`src/hw/rtl/sat_pkg.sv`:
```
`timescale 1ns / 1ps

package sat_pkg;

    // operation codes of an input word
    localparam logic OP_ALLOC = 1'b0;
    localparam logic OP_FREE  = 1'b1;

    // result status codes
    localparam logic [1:0] ST_REUSED = 2'd0;
    localparam logic [1:0] ST_NEW    = 2'd1;
    localparam logic [1:0] ST_FULL   = 2'd2;
    localparam logic [1:0] ST_FREED  = 2'd3;

    // configuration register indexes
    localparam logic [1:0] CFG_RESERVED = 2'd0;
    localparam logic [1:0] CFG_RELAX    = 2'd1;
    localparam logic [1:0] CFG_GRACE    = 2'd2;

    // configuration reset values (2.0 s and 0.5 s at 1/1024 s per unit)
    localparam logic [10:0] RESERVED_RST = 11'd0;
    localparam logic [31:0] RELAX_RST    = 32'd2048;
    localparam logic [31:0] GRACE_RST    = 32'd512;

    typedef struct packed {
        logic        op;
        logic [9:0]  slot_index;
        logic [31:0] now_time;
    } t_in_word;

    typedef struct packed {
        logic [1:0]  status;
        logic [9:0]  slot;
        logic [31:0] serial;
    } t_out_word;

    // one table entry as held by a cell
    typedef struct packed {
        logic        free;
        logic [31:0] stamp;
        logic [31:0] serial;
    } t_entry;

    localparam t_entry ENTRY_RST = '{free: 1'b1, stamp: 32'd0, serial: 32'd0};

    // what the head found at the entry passing it
    typedef struct packed {
        logic claim_reuse;
        logic claim_new;
        logic free_hit;
    } t_hit;

endpackage

```
`src/hw/rtl/sat_head.sv`:
```
`timescale 1ns / 1ps

module sat_head #(
    parameter int MW = 15
) (
    input  sat_pkg::t_entry i_entry,
    input  logic [MW-1:0]   i_pos,
    input  logic [MW-1:0]   i_mark,
    input  logic [10:0]     i_reserved,
    input  logic [31:0]     i_relax,
    input  logic [31:0]     i_grace,
    input  sat_pkg::t_in_word i_item,
    input  logic            i_found,
    output sat_pkg::t_entry o_entry,
    output sat_pkg::t_hit   o_hit
);

    logic            w_in_scan;
    logic            w_qualifies;
    logic            w_alloc;
    logic [31:0]     w_age;
    sat_pkg::t_entry w_entry;

    // age of a freed slot, zero when time has run backward
    assign w_age = (i_item.now_time > i_entry.stamp) ? (i_item.now_time - i_entry.stamp)
                                                      : 32'd0;

    assign w_qualifies = i_entry.free &&
                         ((i_entry.stamp < i_relax) || (w_age > i_grace));

    assign w_in_scan = (i_pos >= MW'(i_reserved)) && (i_pos < i_mark);
    assign w_alloc   = (i_item.op == sat_pkg::OP_ALLOC) && !i_found;

    assign o_hit.claim_reuse = w_alloc && w_in_scan && w_qualifies;
    assign o_hit.claim_new   = w_alloc && (i_pos == i_mark);
    assign o_hit.free_hit    = (i_item.op == sat_pkg::OP_FREE) &&
                               (i_pos == MW'(i_item.slot_index));

    // update the entry on its way back into the chain
    always_comb begin
        w_entry = i_entry;
        if (o_hit.claim_reuse || o_hit.claim_new) begin
            w_entry.free = 1'b0;
        end else if (o_hit.free_hit && !i_entry.free) begin
            w_entry.free   = 1'b1;
            w_entry.stamp  = i_item.now_time;
            w_entry.serial = i_entry.serial + 32'd1;
        end
    end

    assign o_entry = w_entry;

endmodule

```
`config.mk`:
```
export PLATFORM = sky130hd
export DESIGN_NAME = sat_head
export DESIGN_NICKNAME = d
export VERILOG_FILES = /design/src/hw/rtl/sat_pkg.sv /design/src/hw/rtl/sat_head.sv
export SDC_FILE = /design/constraint.sdc
export NUM_CORES = 1
export LEC_CHECK = 0
export BUFFER_PORTS_ARGS = -buffer_cell sky130_fd_sc_hd__clkbuf_2
export CAP_MARGIN = 0
export CELL_PAD_IN_SITES_DETAIL_PLACEMENT = 1
export CELL_PAD_IN_SITES_GLOBAL_PLACEMENT = 2
export CORE_MARGIN = 10
export CORE_UTILIZATION = 25
export DETAILED_ROUTE_END_ITERATION = 7
export MAX_ROUTING_LAYER = met4
export PLACE_DENSITY_LB_ADDON = 0.1
export SLEW_MARGIN = 20
export SYNTH_ARGS = -nofsm -noshare
export SYNTH_HDL_FRONTEND = slang
export SYNTH_SLANG_ARGS = --single-unit
```
`constraint.sdc`:
```
create_clock -name vclk -period 17.8
set_input_delay 3.56 -clock vclk [all_inputs]
set_output_delay 3.56 -clock vclk [all_outputs]
set_load 0.03 [all_outputs]
```
* After elaboration in Yosys (flattened, before gate mapping)
Index checks and enable logic that the tools add are counted.
** Word-level totals
- Register bits after elaboration :: 0
- Input port bits :: 214
- Word-level logic and storage cells :: 26
** Operators by class
- Add/sub/neg operators :: 2
- Order comparisons :: 5
- Equal/unequal tests :: 2
- Muxes and demuxes :: 4
- Bitwise operators :: 1
- Reductions and logical operators :: 12
** Operators by type and width (count)
- 65-bit two-way mux :: 1
- 32-bit greater-than comparator :: 2
- 64-bit two-way mux :: 1
- 32-bit by 1-bit adder with 32-bit output (second input constant) :: 1
- 32-bit < comparator :: 1
- 32-bit two-way mux :: 1
- 32-bit subtractor :: 1
- 15-bit by 10-bit equality test with 1-bit output :: 1
- 15-bit equality test :: 1
- 15-bit by 11-bit >= comparator with 1-bit output :: 1
- 15-bit < comparator :: 1
- 1-bit logical AND :: 8
- 1-bit zero test :: 2
- 1-bit logical OR :: 2
- 1-bit two-way mux :: 1
- 1-bit NOT :: 1

* Longest topological paths before layout
- Depth in word-level cells :: 8
- Mapped depth :: 24

* Least setup slack after synthesis
OpenSTA, ideal clock, no wires.
- Kind :: input port to output port
- Start :: input port i_item[0] (netlist name)
- End :: output port o_entry[64] (netlist name)
- Data arrival time :: 8210 ps
- Data required time :: 14240 ps
- Setup slack :: 6030 ps
- Cell stages on the path :: 24
- Buffers on the path :: 1
- Cell sequence :: inv_1 > ha_1 > inv_1 > fa_1 > a21oi_1 > o21ai_0 > or2_2 > a21oi_1 > o22ai_1 > nor2_1 > o221ai_1 > o21ai_0 > buf_2 > nor2_1 > ha_1 > a21o_1 > a21o_1 > a21oi_1 > nor2_1 > a211oi_1 > o221ai_1 > o2111ai_1 > a31oi_1 > nor3_1
** RTL lines
- start: declaration :: RTL line sat_head.sv:12 : input sat_pkg::t_in_word i_item,
- end: declaration :: RTL line sat_head.sv:14 : output sat_pkg::t_entry o_entry,

==> flow_metrics.py <==
metrics = {
    "run_status": {
        "status": "finished clean",
    },
    "sta": {
        "setup_viol": 0,
        "setup_tns_ns": 0,
        "slew_viol_final": 0,
        "slew_headroom_pct": 40.9,
        "fmax_mhz": 80.8,
        "finalCriticalPeriod_ns": 12.37,
        "hold_viol_final": 0,
        "rsz0062_at_grt": "false",
        "setup_slack_ns": 5.43,
        "period_share_pct": 69.5,
        "worstMarginPinSlew_ns": 0.883,
    },
    "layout": {
        "layout-drive-gt1-share_pct": 28.3,
        "final_cell_mix": "clkbuf_2, inv_1, ha_1",
        "n_clock_buffer": 0,
        "ff_latch_area_sq_um": 0,
        "fin_nets": 1376,
        "flops_and_latches": 0,
        "final_common_cell": "clkbuf_2",
        "areaGrowthSynthToFinish_pct": 33.3,
        "fin_util_pct": 33.7,
    },
    "detailed_routing": {
        "drtPass1Iterations": 4,
        "first_iter_violations": 148,
        "ant_nets": 0,
        "vias_per_cell": 4.64,
        "drc": 0,
        "drt_wl_total_um": 21900,
        "avgRoutedWirePerCell_um": 16.8,
        "num_vias": 6073,
    },
    "placed_design": {
        "gp_congestion": 0.843,
        "dpl.hpwl_um": 20500,
        "dpl_worst_slack_ns": 5.36,
        "portBuffers": 282,
    },
    "synth": {
        "synthDistinctLibCells": 51,
        "synth_seq_area_share_pct": 0,
        "syn_nets": 1107,
        "syn_avg_cell_area_sq_um": 6.60,
        "synth_top_cell_by_area": "ha_1",
        "synth_top_cell_area_share_pct": 30.0,
        "synth_cells": 770,
        "synth_area_leaders": "ha_1, inv_1, xnor2_1",
        "yosys_warnings": 0,
        "netlist_area_sq_um": 5080,
    },
    "global_route": {
        "overflow": 0,
        "grt_pass1_wl_um": 34400,
        "grt_use_total_pct": 16.1,
        "grt_pass1_vias": 6594,
        "grt_max_degree": 69,
        "antenna_found_initial": 1,
    },
    "floorplan": {
        "core_sq_um": 20100,
        "dieArea_sq_um": 26400,
        "core.rowCount": 52,
        "boundaryPins": 282,
        "die_h_um": 163,
        "start_util_pct": 25.3,
        "die_width_um": 163,
    },
    "critical_path": {
        "crit_slowest_cell": "fa_1",
        "crit_fanout": 17,
        "cp-startpoint": "i_item[0]",
        "critPathLaunchType": "primary input",
        "slowest_delay_ns": 0.40,
        "cp-end-kind": "primary output",
        "crit_required_ns": 14.24,
        "worstSetupPathType": "primary input to primary output",
        "crit_arrival_ns": 8.81,
    },
    "cts": {
        "postCtsHoldBufs": 0,
        "post_cts.repair.setup_buffers": 0,
        "cts_resized": 0,
    },
    "run": {
        "max_cap_violations": 0,
    },
    "worst_hold_path": {
        "hold_class": "primary input to primary output",
        "holdCritStartpoint": "i_entry[31]",
    },
    "power_and_ir_drop": {
        "vdd_drop_max_uv": 10.0,
        "power.density_nw_per_um2": 28.6,
        "leakagePower_uw": 0.00400,
    },
}
## cell usage after synthesis (all sizes together), types with 4 or more instances
library cell	n
a21oi	47
nor3	8
nand3	23
and3	10
nor4	6
nor2	59
xor2	16
nand2b	7
o21ai	63
a211oi	6
nor2b	6
a21o	45
xnor2	54
ha	122
nand2	71
buf	11
clkbuf	6
o21bai	8
nand4	29
inv	134
and4	4
## through the flow
step	total power (uW)	area, sq um	hold WS, ns	instances
finish	194	6780	7.45	1308
global route	222	6780	7.47	1308
CTS	198	6780	7.45	1307
detailed placement	196	6780	7.45	1307
global placement	196	6780	7.45	1307
floorplan	126	5080	7.30	770
## layer usage
layer | routed length [um] | track usage, % | up-vias | share of wire, %
met5 | 0 | - | - | 0
li1 | - | - | 3195 | -
met2 | 11200 | 29.1 | 120 | 51
met1 | 9370 | 18.7 | 2750 | 43
met3 | 1160 | 2.93 | 8 | 5.3
met4 | 234 | 1.35 | 0 | 1.1
## logic make-up (layout without fill, tap and decap cells)
kind of cell	Yosys count	in the layout	share of synthesized area [%]
adder cells (fa/ha/maj)	123	123	30.4
AO/OA/AOI/OAI	191	191	23.3
AND/OR/NAND/NOR	235	235	22.7
buffers and inverters	151	418	11.5
other	0	1	0
XOR/XNOR	70	70	12.1
## critical path: cells and delay by family
family                     cells  cell delay [ns]
buffers and inverters          5             0.78
AOI/OAI and AO/OA             13             2.58
adders and majority gates      3             0.91
and+or+nand+nor                5             0.97
## area by class of cell
class | instances | area [sq um]
antenna | 1 | 2.50
fill | 2652 | 13300
inverter | 134 | 503
multi-input combinational | 619 | 4510
tap | 270 | 338
timing repair buffer | 284 | 1430
## worst paths after layout
path,to,slack (ns),cells past startpoint
max,o_entry[64],5.43,26
min,o_entry[31],7.45,3
## where the power goes
group	switching, uW	total, uW	internal, uW	leakage (uW)
logic	111	194	82.7	0.00400
clock network	0	0.00000752	0.00000751	0.00000000634
registers	0	0	0	0
(Power assumes the default switching activity.)
