===== src/hw/rtl/sat_pkg.sv =====
`timescale 1ns / 1ps

package sat_pkg;

    // operation codes of an input word
    localparam logic OP_ALLOC = 1'b0;
    localparam logic OP_FREE  = 1'b1;

    // result status codes
    localparam logic [1:0] ST_REUSED = 2'd0;
    localparam logic [1:0] ST_NEW    = 2'd1;
    localparam logic [1:0] ST_FULL   = 2'd2;
    localparam logic [1:0] ST_FREED  = 2'd3;

    // configuration register indexes
    localparam logic [1:0] CFG_RESERVED = 2'd0;
    localparam logic [1:0] CFG_RELAX    = 2'd1;
    localparam logic [1:0] CFG_GRACE    = 2'd2;

    // configuration reset values (2.0 s and 0.5 s at 1/1024 s per unit)
    localparam logic [10:0] RESERVED_RST = 11'd0;
    localparam logic [31:0] RELAX_RST    = 32'd2048;
    localparam logic [31:0] GRACE_RST    = 32'd512;

    typedef struct packed {
        logic        op;
        logic [9:0]  slot_index;
        logic [31:0] now_time;
    } t_in_word;

    typedef struct packed {
        logic [1:0]  status;
        logic [9:0]  slot;
        logic [31:0] serial;
    } t_out_word;

    // one table entry as held by a cell
    typedef struct packed {
        logic        free;
        logic [31:0] stamp;
        logic [31:0] serial;
    } t_entry;

    localparam t_entry ENTRY_RST = '{free: 1'b1, stamp: 32'd0, serial: 32'd0};

    // what the head found at the entry passing it
    typedef struct packed {
        logic claim_reuse;
        logic claim_new;
        logic free_hit;
    } t_hit;

endpackage


===== src/hw/rtl/sat_cell.sv =====
`timescale 1ns / 1ps

module sat_cell (
    input  logic            i_clk,
    input  logic            i_rst_n,
    input  logic            i_en,
    input  sat_pkg::t_entry i_entry,
    output sat_pkg::t_entry o_entry
);

    sat_pkg::t_entry r_entry;

    // take the neighbour's entry on every shift
    always_ff @(posedge i_clk) begin
        if (!i_rst_n) begin
            r_entry <= sat_pkg::ENTRY_RST;
        end else if (i_en) begin
            r_entry <= i_entry;
        end
    end

    assign o_entry = r_entry;

endmodule


===== config.mk =====
export PLATFORM = sky130hd
export DESIGN_NAME = sat_cell
export DESIGN_NICKNAME = d
export VERILOG_FILES = /design/src/hw/rtl/sat_pkg.sv /design/src/hw/rtl/sat_cell.sv
export SDC_FILE = /design/constraint.sdc
export NUM_CORES = 1
export LEC_CHECK = 0
export BUFFER_PORTS_ARGS = -buffer_cell sky130_fd_sc_hd__buf_4
export CAP_MARGIN = 15
export CORE_MARGIN = 3
export CORE_UTILIZATION = 47
export CTS_CLUSTER_SIZE = 20
export DETAILED_ROUTE_END_ITERATION = 12
export PLACE_DENSITY = 0.85
export SLEW_MARGIN = 20
export SYNTH_ARGS = -nofsm -noshare
export SYNTH_HDL_FRONTEND = slang
export SYNTH_SLANG_ARGS = --single-unit

===== constraint.sdc =====
create_clock -name i_clk -period 2 [get_ports i_clk]
set_clock_uncertainty 0.2 [all_clocks]
set_input_delay 0.4 -clock i_clk [delete_from_list [all_inputs] [get_ports i_clk]]
set_output_delay 0.4 -clock i_clk [all_outputs]
set_load 0.02 [all_outputs]

* Word-level counts from Yosys, hierarchy flattened
Index checks and enable logic that the tools add are counted.
Word-level totals: register bits after elaboration 65, output and inout bits 65, word-level logic and storage cells 3

* Depth between registers and ports, before layout
Gate-level depths: netlist (run 1).
depth in word-level cells 0, mapped depth 4, gate-level depth less buffers 2

* Least setup slack after synthesis (run 1)
Ideal clock, no wire load.
path kind input -> register, start point input i_en, end point register r_entry (netlist bit o_entry[64]), data arrival time 0.929 ns, data required time 1.676 ns, setup slack 0.747 ns, cell stages on the path 4, path buffers 2, cell sequence buf_6 > buf_6 > mux2i_1 > nand2_1
RTL lines:
- from (decl) | line sat_cell.sv:6 | input logic i_en,
- to (signal assigned) | line sat_cell.sv:16 | r_entry <= sat_pkg::ENTRY_RST;
- to (signal assigned) | line sat_cell.sv:18 | r_entry <= i_entry;
- to (decl) | line sat_cell.sv:11 | sat_pkg::t_entry r_entry;

* Worst setup path after layout (run 1)
start point register r_entry (netlist bit o_entry[29]), end point output o_entry[29] (netlist name)
RTL lines:
- to (decl) | line sat_cell.sv:8 | output sat_pkg::t_entry o_entry
No word-level cell between the ends.

==> results of run 1 <==
cells in the final DEF (no fill, tap or decap):
master and instances:
clkbuf_8 10, buf_4 132, dfxtp_1 65, clkinv_2 2, clkbuf_1 2, nor2b_1 64
clkinvlp_4 1, buf_12 1, mux2i_1 65, nand2_1 1
routing by layer:
layer | part of all wire, % | vias to the layer above | global-route usage, %
met5 | 0 | - | 0
met4 | 0.97 | 0 | 9.44
met3 | 9.6 | 6 | 7.00
met2 | 48 | 80 | 30.0
met1 | 41 | 855 | 21.1
li1 | - | 946 | -
cell families (layout without fill, tap and decap cells):
group	after synthesis	after routing	share of synthesized area, %
buffers and inverters	14	148	4.08
and+or+nand+nor	65	65	16.5
DFF	65	65	53.0
muxes	65	65	26.5
metrics by stage:
| stage | area (µm²) | worst slack, ns | hold slack, ns | total power [mW] |
|---|---|---|---|---|
| 2_1_floorplan | 2460 | 0.747 | 0.328 | 1.71 |
| 3_3_place_gp | 3450 | 0.482 | 0.268 | 1.94 |
| 3_5_place_dp | 3450 | 0.451 | 0.262 | 1.95 |
| 4_1_cts | 3610 | 0.552 | 0.0685 | 2.88 |
| 5_1_grt | 3610 | 0.521 | 0.0943 | 2.97 |
| 6_report | 3610 | 0.563 | 0.0876 | 2.84 |
final cells by class:
type                       instances  area, µm²  area share (%)
sequential                        65       1300            36.0
tap                               67       83.8            2.32
timing repair buffer             133       1010            28.0
clock inverter                     3       17.5           0.485
multi-input combinational        130       1050            29.2
clock buffer                      12        145            4.02
worst paths after layout:
path / startpoint / end / slack, ns / cells after the start
setup / recovery: o_entry[29]$_SDFFE_PN0P_ / o_entry[29] / 0.56 / 1
hold reg to reg: o_entry[64]$_SDFFE_PN1P_ / o_entry[64]$_SDFFE_PN1P_ / 0.28 / 2
hold / removal: i_entry[64] / o_entry[64]$_SDFFE_PN1P_ / 0.09 / 3
setup reg to reg: o_entry[60]$_SDFFE_PN0P_ / o_entry[60]$_SDFFE_PN0P_ / 1.14 / 2
power groups by stage:
| stage | logic (mW) | clock network [mW] | registers (mW) |
|---|---|---|---|
| global placement | 0.500 | 0 | 1.44 |
| finish | 0.508 | 0.920 | 1.41 |
| detailed placement | 0.513 | 0 | 1.44 |
| CTS | 0.513 | 0.955 | 1.41 |
| floorplan | 0.177 | 0 | 1.53 |
| global route | 0.545 | 1.00 | 1.42 |
worst min-delay path, stage by stage:
cell	delay (ns)
buf_4	0.08
mux2i_1	0.05
nand2_1	0.06
==> summary.txt, run 1 <==
Clock network
  – TritonCTS Buffers: 9
  – Postcts setup bufs: 0
  – Clock sinks: 65
  – Clock tree from TritonCTS: yes
  – Longest Clk Path Bufs: 2
  – Post-CTS sizing: 0
  – Clk_lat worst skew: 0.32 ns
  – H-tree depth: 3
  – Root Buffer: clkbuf_8
  – Worst-path clk slew: 0.07 ns
  – CTS Hold Bufs: 0

Floorplan
  – Row count: 25
  – Die Y: 78.3 µm
  – Horiz. Die Dim: 78.3 µm
  – Core Box Area: 4880 µm²
  – Ports: 133
  – Die area: 6130 µm²
  – Initial Util: 50.3%

Global routing
  – GRT Residual Overflow: 0
  – Pin count of the biggest net entering global routing: 66
  – Initial antenna violation count: 0
  – Vias in the first global route: 1860
  – First-pass GRT wire length: 8850 µm
  – Overall routing resource usage: 18.4%

Timing
  – Final setup violation count: 0
  – Worst Max-Slew Pin Slew: 0.501 ns
  – Crit share post-route: 71.9%
  – Final Slew Violations: 0
  – Slew headroom: 66.6%
  – Final TNS setup: 0 ns
  – Fin crit period: 1.44 ns
  – Fmax: 696 MHz
  – Hold Vio Cnt, Final: 0
  – RSZ-0062 raised after global routing: false

Cells and area
  – Finished Core Util: 74.1%
  – Layout cells sized above 1: 42.6%
  – Area growth syn-to-layout: 47.1%
  – FILL cells: 388
  – Max reg flops: 65
  – Nets@finish: 407
  – N_diodes: 0
  – Non-filler cells, final: 410

Place
  – Post-DP HPWL: 4010 µm
  – Routability cong.: 0.670
  – Port buffer count: 132
  – Placed insts: 395

Setup path
  – Critical-path cell list: buf_4
  – CP bufs+invs: 1
  – CP max stage cell: dfxtp_1
  – Worst-path maximum fanout: 2
  – Worst setup EP type: output pin
  – Startpoint types: flop
  – Data arrival, critical path: 0.84 ns
  – Worst Path Required: 1.40 ns
  – Max stage delay on crit path: 0.35 ns
  – Family with the most delay on the worst path: flip-flops
  – Crit Path Category: flop to output pin

Synthesis
  – Async SR Flop Fraction: 0%
  – Seq/Total Area, Yosys: 53.0%
  – Syn Nets: 277
  – Synth unique cells: 7
  – Synth cell count leaders: dfxtp_1, mux2i_1, nor2b_1
  – Mean Syn Cell Area: 11.8 µm²
  – Post-synth top area cell: dfxtp_1
  – Yosys warning count: 0
  – EDFF count, synth: 0
  – #FFs+latches synth: 65
  – Top-area cell type share of the netlist area: 53.0%
  – Ys flop type: dfxtp_1
  – Gate Count Post-Synth: 209
  – Synthesized cell area: 2460 µm²
  – Synth top area cells: dfxtp_1, mux2i_1, nor2b_1, buf_6, clkbuf_1

Routing
  – WL/cell: 13.9 µm
  – DRC: 0
  – Total wire length: 5680 µm
  – Via density: 4.60
  – Pre-antenna DRT Iters: 4
  – Routed Antenna Nets: 0
  – Total number of vias: 1887
  – Iteration-0 DRC Markers: 63

Power and ir drop
  – Switch share: 25.5%
  – VDD IR max: 0.453 mV
  – P_leak: 1.79 nW
  – Power Density: 786 nW/µm²
  – Internal Pwr Total: 2.12 mW
  – Switching pwr: 0.723 mW
  – Seq pwr share: 49.7%
  – Clock power share: 32.4%
  – Comb pwr share: 17.9%

Outcome
  – Status: complete, no violations

Flow run
  – Max Cap Viol: 0

Worst hold path
  – Hold Path Class: primary input to flop
(Power assumes the default switching activity.)
==> run 2, diff against run 1 <==
- CORE_UTILIZATION: 47 -> 40
- PLACE_DENSITY: 0.85 -> 0.77
- clock period: 2 -> 1.2 ns (I/O delays scaled with it)
==> summary.txt, run 2 (synthesized netlist as in run 1, its figures left out) <==
Clock network
  – Longest Clk Path Bufs: 2 (unchanged)
  – Clock tree from TritonCTS: yes (unchanged)
  – H-tree depth: 3 (unchanged)
  – Clk_lat worst skew: 0.33 ns (was 0.32 ns)
  – TritonCTS Buffers: 9 (unchanged)
  – Clock sinks: 65 (unchanged)
  – Root Buffer: clkbuf_8 (unchanged)
  – Worst-path clk slew: 0.07 ns (about the same)

Setup path
  – CP bufs+invs: 1 (unchanged)
  – Startpoint types: flop (unchanged)
  – Family with the most delay on the worst path: flip-flops (unchanged)
  – Max stage delay on crit path: 0.35 ns (about the same)
  – Data arrival, critical path: 0.80 ns (was 0.84 ns)
  – Critical-path cell list: buf_6 (was buf_4)
  – CP max stage cell: dfxtp_2 (was dfxtp_1)
  – Worst-path maximum fanout: 2 (unchanged)
  – Worst setup EP type: output pin (unchanged)
  – Worst Path Required: 0.76 ns (was 1.40 ns)
  – Crit Path Category: flop to output pin (unchanged)

Timing
  – Final worst slack: -0.0373 ns (was 0.563 ns)
  – Fin crit period: 1.24 ns
  – Slew headroom: 86.4% (was 66.6%)
  – Final Slew Violations: 0 (unchanged)
  – Fmax: 808 MHz
  – Final setup violation count: 65 (was 0)
  – Worst Max-Slew Pin Slew: 0.198 ns (was 0.501 ns)
  – Hold Vio Cnt, Final: 0 (unchanged)
  – Crit share post-route: 103%
  – RSZ-0062 raised after global routing: true (was false)

Place
  – Placed insts: 405 (was 395)
  – Port buffer count: 132 (unchanged)
  – Post-DP HPWL: 4390 µm (was 4010 µm)
  – Routability cong.: 0.737 (was 0.670)

Flow run
  – Max Cap Viol: 0 (unchanged)

Routing
  – WL/cell: 16.5 µm (was 13.9 µm)
  – Routed Antenna Nets: 0 (unchanged)
  – DR WL met3: 472 µm (was 545 µm)
  – Total wire length: 8260 µm (was 5680 µm)
  – Via density: 4.57 (was 4.60)
  – Pre-antenna DRT Iters: 4 (unchanged)
  – Met2 wire length: 4800 µm (was 2750 µm)
  – Max layer used: met4 (unchanged)
  – Met1 WL: 2800 µm (was 2330 µm)
  – Iteration-0 DRC Markers: 58 (was 63)
  – DRC: 0 (unchanged)
  – Total number of vias: 2291 (was 1887)

Global routing
  – Vias in the first global route: 2505 (was 1860)
  – Initial antenna violation count: 0 (unchanged)
  – Pin count of the biggest net entering global routing: 36 (was 66)
  – GRT Residual Overflow: 0 (unchanged)
  – Overall routing resource usage: 22.6% (was 18.4%)
  – First-pass GRT wire length: 12600 µm (was 8850 µm)

Floorplan
  – Core Box Area: 5710 µm² (was 4880 µm²)
  – Die Y: 84.4 µm (was 78.3 µm)
  – Ports: 133 (unchanged)
  – Horiz. Die Dim: 84.4 µm (was 78.3 µm)
  – Initial Util: 43.0% (was 50.3%)
  – Row count: 27 (was 25)
  – Die area: 7120 µm² (was 6130 µm²)

Cells and area
  – FILL cells: 321 (was 388)
  – N_diodes: 0 (unchanged)
  – Commonest non-fill, non-tap cell in the layout: buf_4 (unchanged)
  – Area growth syn-to-layout: 97.0% (was 47.1%)
  – Area occupied by multi-input gates: 1060 µm² (was 1050 µm²)
  – Nets@finish: 493 (was 407)
  – Most frequent cells in the layout: buf_4, dfxtp_2, buf_6 (was buf_4, mux2i_1, dfxtp_1)
  – Non-filler cells, final: 501 (was 410)
  – Sequential standard cell area: 1380 µm² (was 1300 µm²)
  – Layout cells sized above 1: 55.2% (was 42.6%)
  – Max reg flops: 65 (unchanged)

Power and ir drop
  – Power Density: 1130 nW/µm² (was 786 nW/µm²)
  – VDD IR max: 0.984 mV (was 0.453 mV)
  – Tot Pwr: 5.47 mW (was 2.84 mW)
  – P_leak: 2.28 nW (was 1.79 nW)

Outcome
  – Status: finished, violations left (was complete, no violations)
  – Failing checks: setup timing

Worst hold path
  – Hold Path Class: primary input to flop (unchanged)
## run 2: worst paths after layout
kind,start,endpoint,slack (ns),cells after the start
worst max register to register,o_entry[56]$_SDFFE_PN0P_,o_entry[56]$_SDFFE_PN0P_,0.13,4
worst min-delay path,i_entry[17],o_entry[17]$_SDFFE_PN0P_,0.004,3
worst max-delay path,o_entry[60]$_SDFFE_PN0P_,o_entry[60],-0.04,1
worst min register to register,o_entry[64]$_SDFFE_PN1P_,o_entry[64]$_SDFFE_PN1P_,0.29,2
## run 2: stage by stage
step	hold slack [ns]	setup TNS [ns]	setup slack (ns)	cell area, µm²	utilization (%)
floorplan	0.168	0	0.107	2460	-
global placement	0.256	0	0.0271	3540	62.1
detailed placement	0.260	-0.0263	-0.0106	3540	62.1
CTS	0.00646	-1.77	-0.0481	4720	82.6
global route	0.00965	-3.29	-0.0754	4840	84.7
finish	0.00385	-1.21	-0.0373	4840	84.7
## run 2: cell type report
type                       instances  area share, %
clock buffer                      12           3.21
clock inverter                     3          0.828
sequential                        65           28.6
timing repair buffer             219           43.6
multi-input combinational        130           22.0
tap                               72           1.86
## run 2: routing by layer
metal,vias to the layer above,track usage (%)
li1,1119,-
met1,1079,21.5
met2,78,45.9
met3,15,5.89
met4,0,7.48
met5,-,0
## run 2: power breakdown
part           leakage (nW)  switching, mW  internal, mW  total [mW]
clock                 0.102          0.784          1.06        1.84
combinational          1.62          0.481         0.736        1.22
sequential            0.559         0.0943          2.31        2.41
## run 2: repair_timing
item / 4_1_cts / 5_1_grt
pin swaps: 0 / 0
hold endpoints to repair: 63 / 0
hold buffers: 63 / 0
buffers inserted: 3 / 15
gates resized for setup: 130 / 2
endpoints found under the setup margin: 65 / 67
==> run 3, diff against run 2 <==
- CORE_MARGIN: 3 -> unset
==> summary.txt, run 3 (synthesized netlist as in run 1, its figures left out) <==
Outcome
  – Status: finished, violations left (unchanged)
  – Failing checks: setup timing (unchanged)

Routing
  – Total wire length: 7020 µm (was 8260 µm)
  – Pre-antenna DRT Iters: 4 (unchanged)
  – Total number of vias: 2194 (was 2291)
  – DRC: 0 (unchanged)
  – Routed Antenna Nets: 0 (unchanged)
  – Iteration-0 DRC Markers: 52 (was 58)
  – Via density: 4.45 (was 4.57)
  – WL/cell: 14.2 µm (was 16.5 µm)

Setup path
  – Critical-path cell list: buf_6 (unchanged)
  – Startpoint types: flop (unchanged)
  – CP max stage cell: dfxtp_2 (unchanged)
  – Setup slack, reg-to-reg: 0.16 ns (was 0.13 ns)
  – Worst setup EP type: output pin (unchanged)
  – Worst-path maximum fanout: 2 (unchanged)
  – Instance count on the critical path: 1 (unchanged)
  – Data arrival, critical path: 0.80 ns (about the same)
  – Crit Path Category: flop to output pin (unchanged)
  – Worst Path Required: 0.76 ns (about the same)
  – R2R depth: 3 (was 4)
  – Family with the most delay on the worst path: flip-flops (unchanged)
  – FF-to-FF Start: o_entry[32]$_SDFFE_PN0P_ (was o_entry[56]$_SDFFE_PN0P_)
  – Reg2reg end: o_entry[32]$_SDFFE_PN0P_ (was o_entry[56]$_SDFFE_PN0P_)
  – Max stage delay on crit path: 0.35 ns (about the same)
  – CP bufs+invs: 1 (unchanged)

Place
  – Pre-CTS setup slack: -0.0233 ns (was -0.0106 ns)
  – Placed insts: 407 (was 405)
  – Port buffer count: 132 (unchanged)
  – Post-DP HPWL: 3790 µm (was 4390 µm)
  – Routability cong.: 0.730 (was 0.737)
  – Area after DPL: 3540 µm² (about the same)

Timing
  – Final setup violation count: 66 (was 65)
  – Crit share post-route: 103% (about the same)
  – Worst Max-Slew Pin Slew: 0.210 ns (was 0.198 ns)
  – Min Hold Slack: 0.00968 ns (was 0.00385 ns)
  – Fmax: 809 MHz (was 808 MHz)
  – RSZ-0062 raised after global routing: true (unchanged)
  – Final worst slack: -0.0353 ns (was -0.0373 ns)
  – Fin crit period: 1.24 ns (about the same)
  – Slew headroom: 85.6% (was 86.4%)
  – Final Slew Violations: 0 (unchanged)
  – Hold Vio Cnt, Final: 0 (unchanged)

Floorplan
  – Ports: 133 (unchanged)
  – Die Y: 80.4 µm (was 84.4 µm)
  – Initial Util: 41.5% (was 43.0%)
  – Horiz. Die Dim: 80.4 µm (was 84.4 µm)
  – Die area: 6460 µm² (was 7120 µm²)
  – Core Box Area: 5920 µm² (was 5710 µm²)
  – Row count: 28 (was 27)

Power and ir drop
  – Switch share: 25.1% (was 24.9%)
  – Clock power share: 31.7% (was 33.7%)
  – Switching pwr: 1.31 mW (was 1.36 mW)
  – VDD IR max: 0.885 mV (was 0.984 mV)
  – Tot Pwr: 5.24 mW (was 5.47 mW)
  – P_leak: 2.22 nW (was 2.28 nW)
  – Power Density: 1100 nW/µm² (was 1130 nW/µm²)
  – Internal Pwr Total: 3.92 mW (was 4.11 mW)
  – Comb pwr share: 22.3% (about the same)
  – Seq pwr share: 46.0% (was 44.1%)

Cells and area
  – Max reg flops: 65 (unchanged)
  – Non-filler cells, final: 493 (was 501)
  – Post-route design area: 4740 µm² (was 4840 µm²)
  – Most frequent cells in the layout: buf_4, dfxtp_2, buf_6 (unchanged)
  – N_diodes: 0 (unchanged)
  – Area growth syn-to-layout: 93.2% (was 97.0%)
  – Layout cells sized above 1: 54.3% (was 55.2%)
  – Commonest non-fill, non-tap cell in the layout: buf_4 (unchanged)
  – Nets@finish: 482 (was 493)

Global routing
  – Overall routing resource usage: 21.6% (was 22.6%)
  – Pin count of the biggest net entering global routing: 32 (was 36)
  – First-pass GRT wire length: 10300 µm (was 12600 µm)
  – GRT Residual Overflow: 0 (unchanged)
  – Vias in the first global route: 2236 (was 2505)
  – Initial antenna violation count: 0 (unchanged)

Clock network
  – Root Buffer: clkbuf_8 (unchanged)
  – Longest Clk Path Bufs: 2 (unchanged)
  – Clock tree from TritonCTS: yes (unchanged)
  – H-tree depth: 3 (unchanged)
  – TritonCTS Buffers: 9 (unchanged)
  – Worst-path clk slew: 0.07 ns (about the same)
  – Clk_lat worst skew: 0.32 ns (was 0.33 ns)
  – Clock sinks: 65 (unchanged)

Worst hold path
  – Hold Startpoint: i_entry[14] (was i_entry[17])
  – Worst hold path endpoint: o_entry[14]$_SDFFE_PN0P_ (was o_entry[17]$_SDFFE_PN0P_)
  – Hold Path Class: primary input to flop (unchanged)
  – Hold Crit Depth: 3 (unchanged)

Flow run
  – Max Cap Viol: 0 (unchanged)
run 3: cell types whose count changed in the layout (fill, tap and decap cells not counted), sizes merged:
| cell | delta |
|---|---|
| buf | -11 |
| bufinv | -1 |
| clkinv | +1 |
run 3: power groups by stage:
stage	Sequential (mW)	Combinational [mW]	Clock, mW
after floorplan	2.55	0.295	0
after global placement	2.40	0.866	0
after detailed placement	2.40	0.882	0
after CTS	2.40	1.13	1.71
after global routing	2.42	1.24	1.82
final	2.41	1.17	1.66
run 3: area by class of cell:
type / count / area, µm²
Clock buffer: 12 / 165
Clock inverter: 3 / 15.0
Fill cell: 363 / 1180
Multi-Input combinational cell: 130 / 1060
Sequential cell: 65 / 1380
Tap cell: 75 / 93.8
Timing Repair Buffer: 208 / 2030
run 3: worst max-delay path by stage:
stage,start,to
floorplan,i_en,o_entry[64]$_SDFFE_PN1P_
global placement,i_en,o_entry[18]$_SDFFE_PN0P_
detailed placement,i_en,o_entry[25]$_SDFFE_PN0P_
CTS,o_entry[28]$_SDFFE_PN0P_,o_entry[28]
global route,o_entry[33]$_SDFFE_PN0P_,o_entry[33]
finish,o_entry[55]$_SDFFE_PN0P_,o_entry[55]
run 3: metal layers:
| metal | track usage (%) | vias up | wire, µm |
|---|---|---|---|
| li1 | - | 1097 | - |
| met1 | 21.2 | 1004 | 2620 |
| met2 | 42.2 | 81 | 3900 |
| met3 | 5.34 | 12 | 365 |
| met4 | 8.93 | 0 | 127 |
| met5 | 0 | - | 0 |
run 3: per-stage QoR:
step                setup TNS [ns]  utilization, %
detailed placement          -0.143            59.8
global route                 -2.88            80.1
finish                      -0.798            80.1
CTS                          -1.56            79.2
global placement                 0            59.8
floorplan                        0               -
run 3: repair_timing:
| item | in CTS | in global routing |
|---|---|---|
| gates resized for setup | 130 | 2 |
| endpoints found under the hold margin | 62 | 0 |
| setup buffers | 2 | 6 |
| hold buffers | 63 | 0 |
| pin swaps | 0 | 0 |
| endpoints found under the setup margin | 65 | 67 |
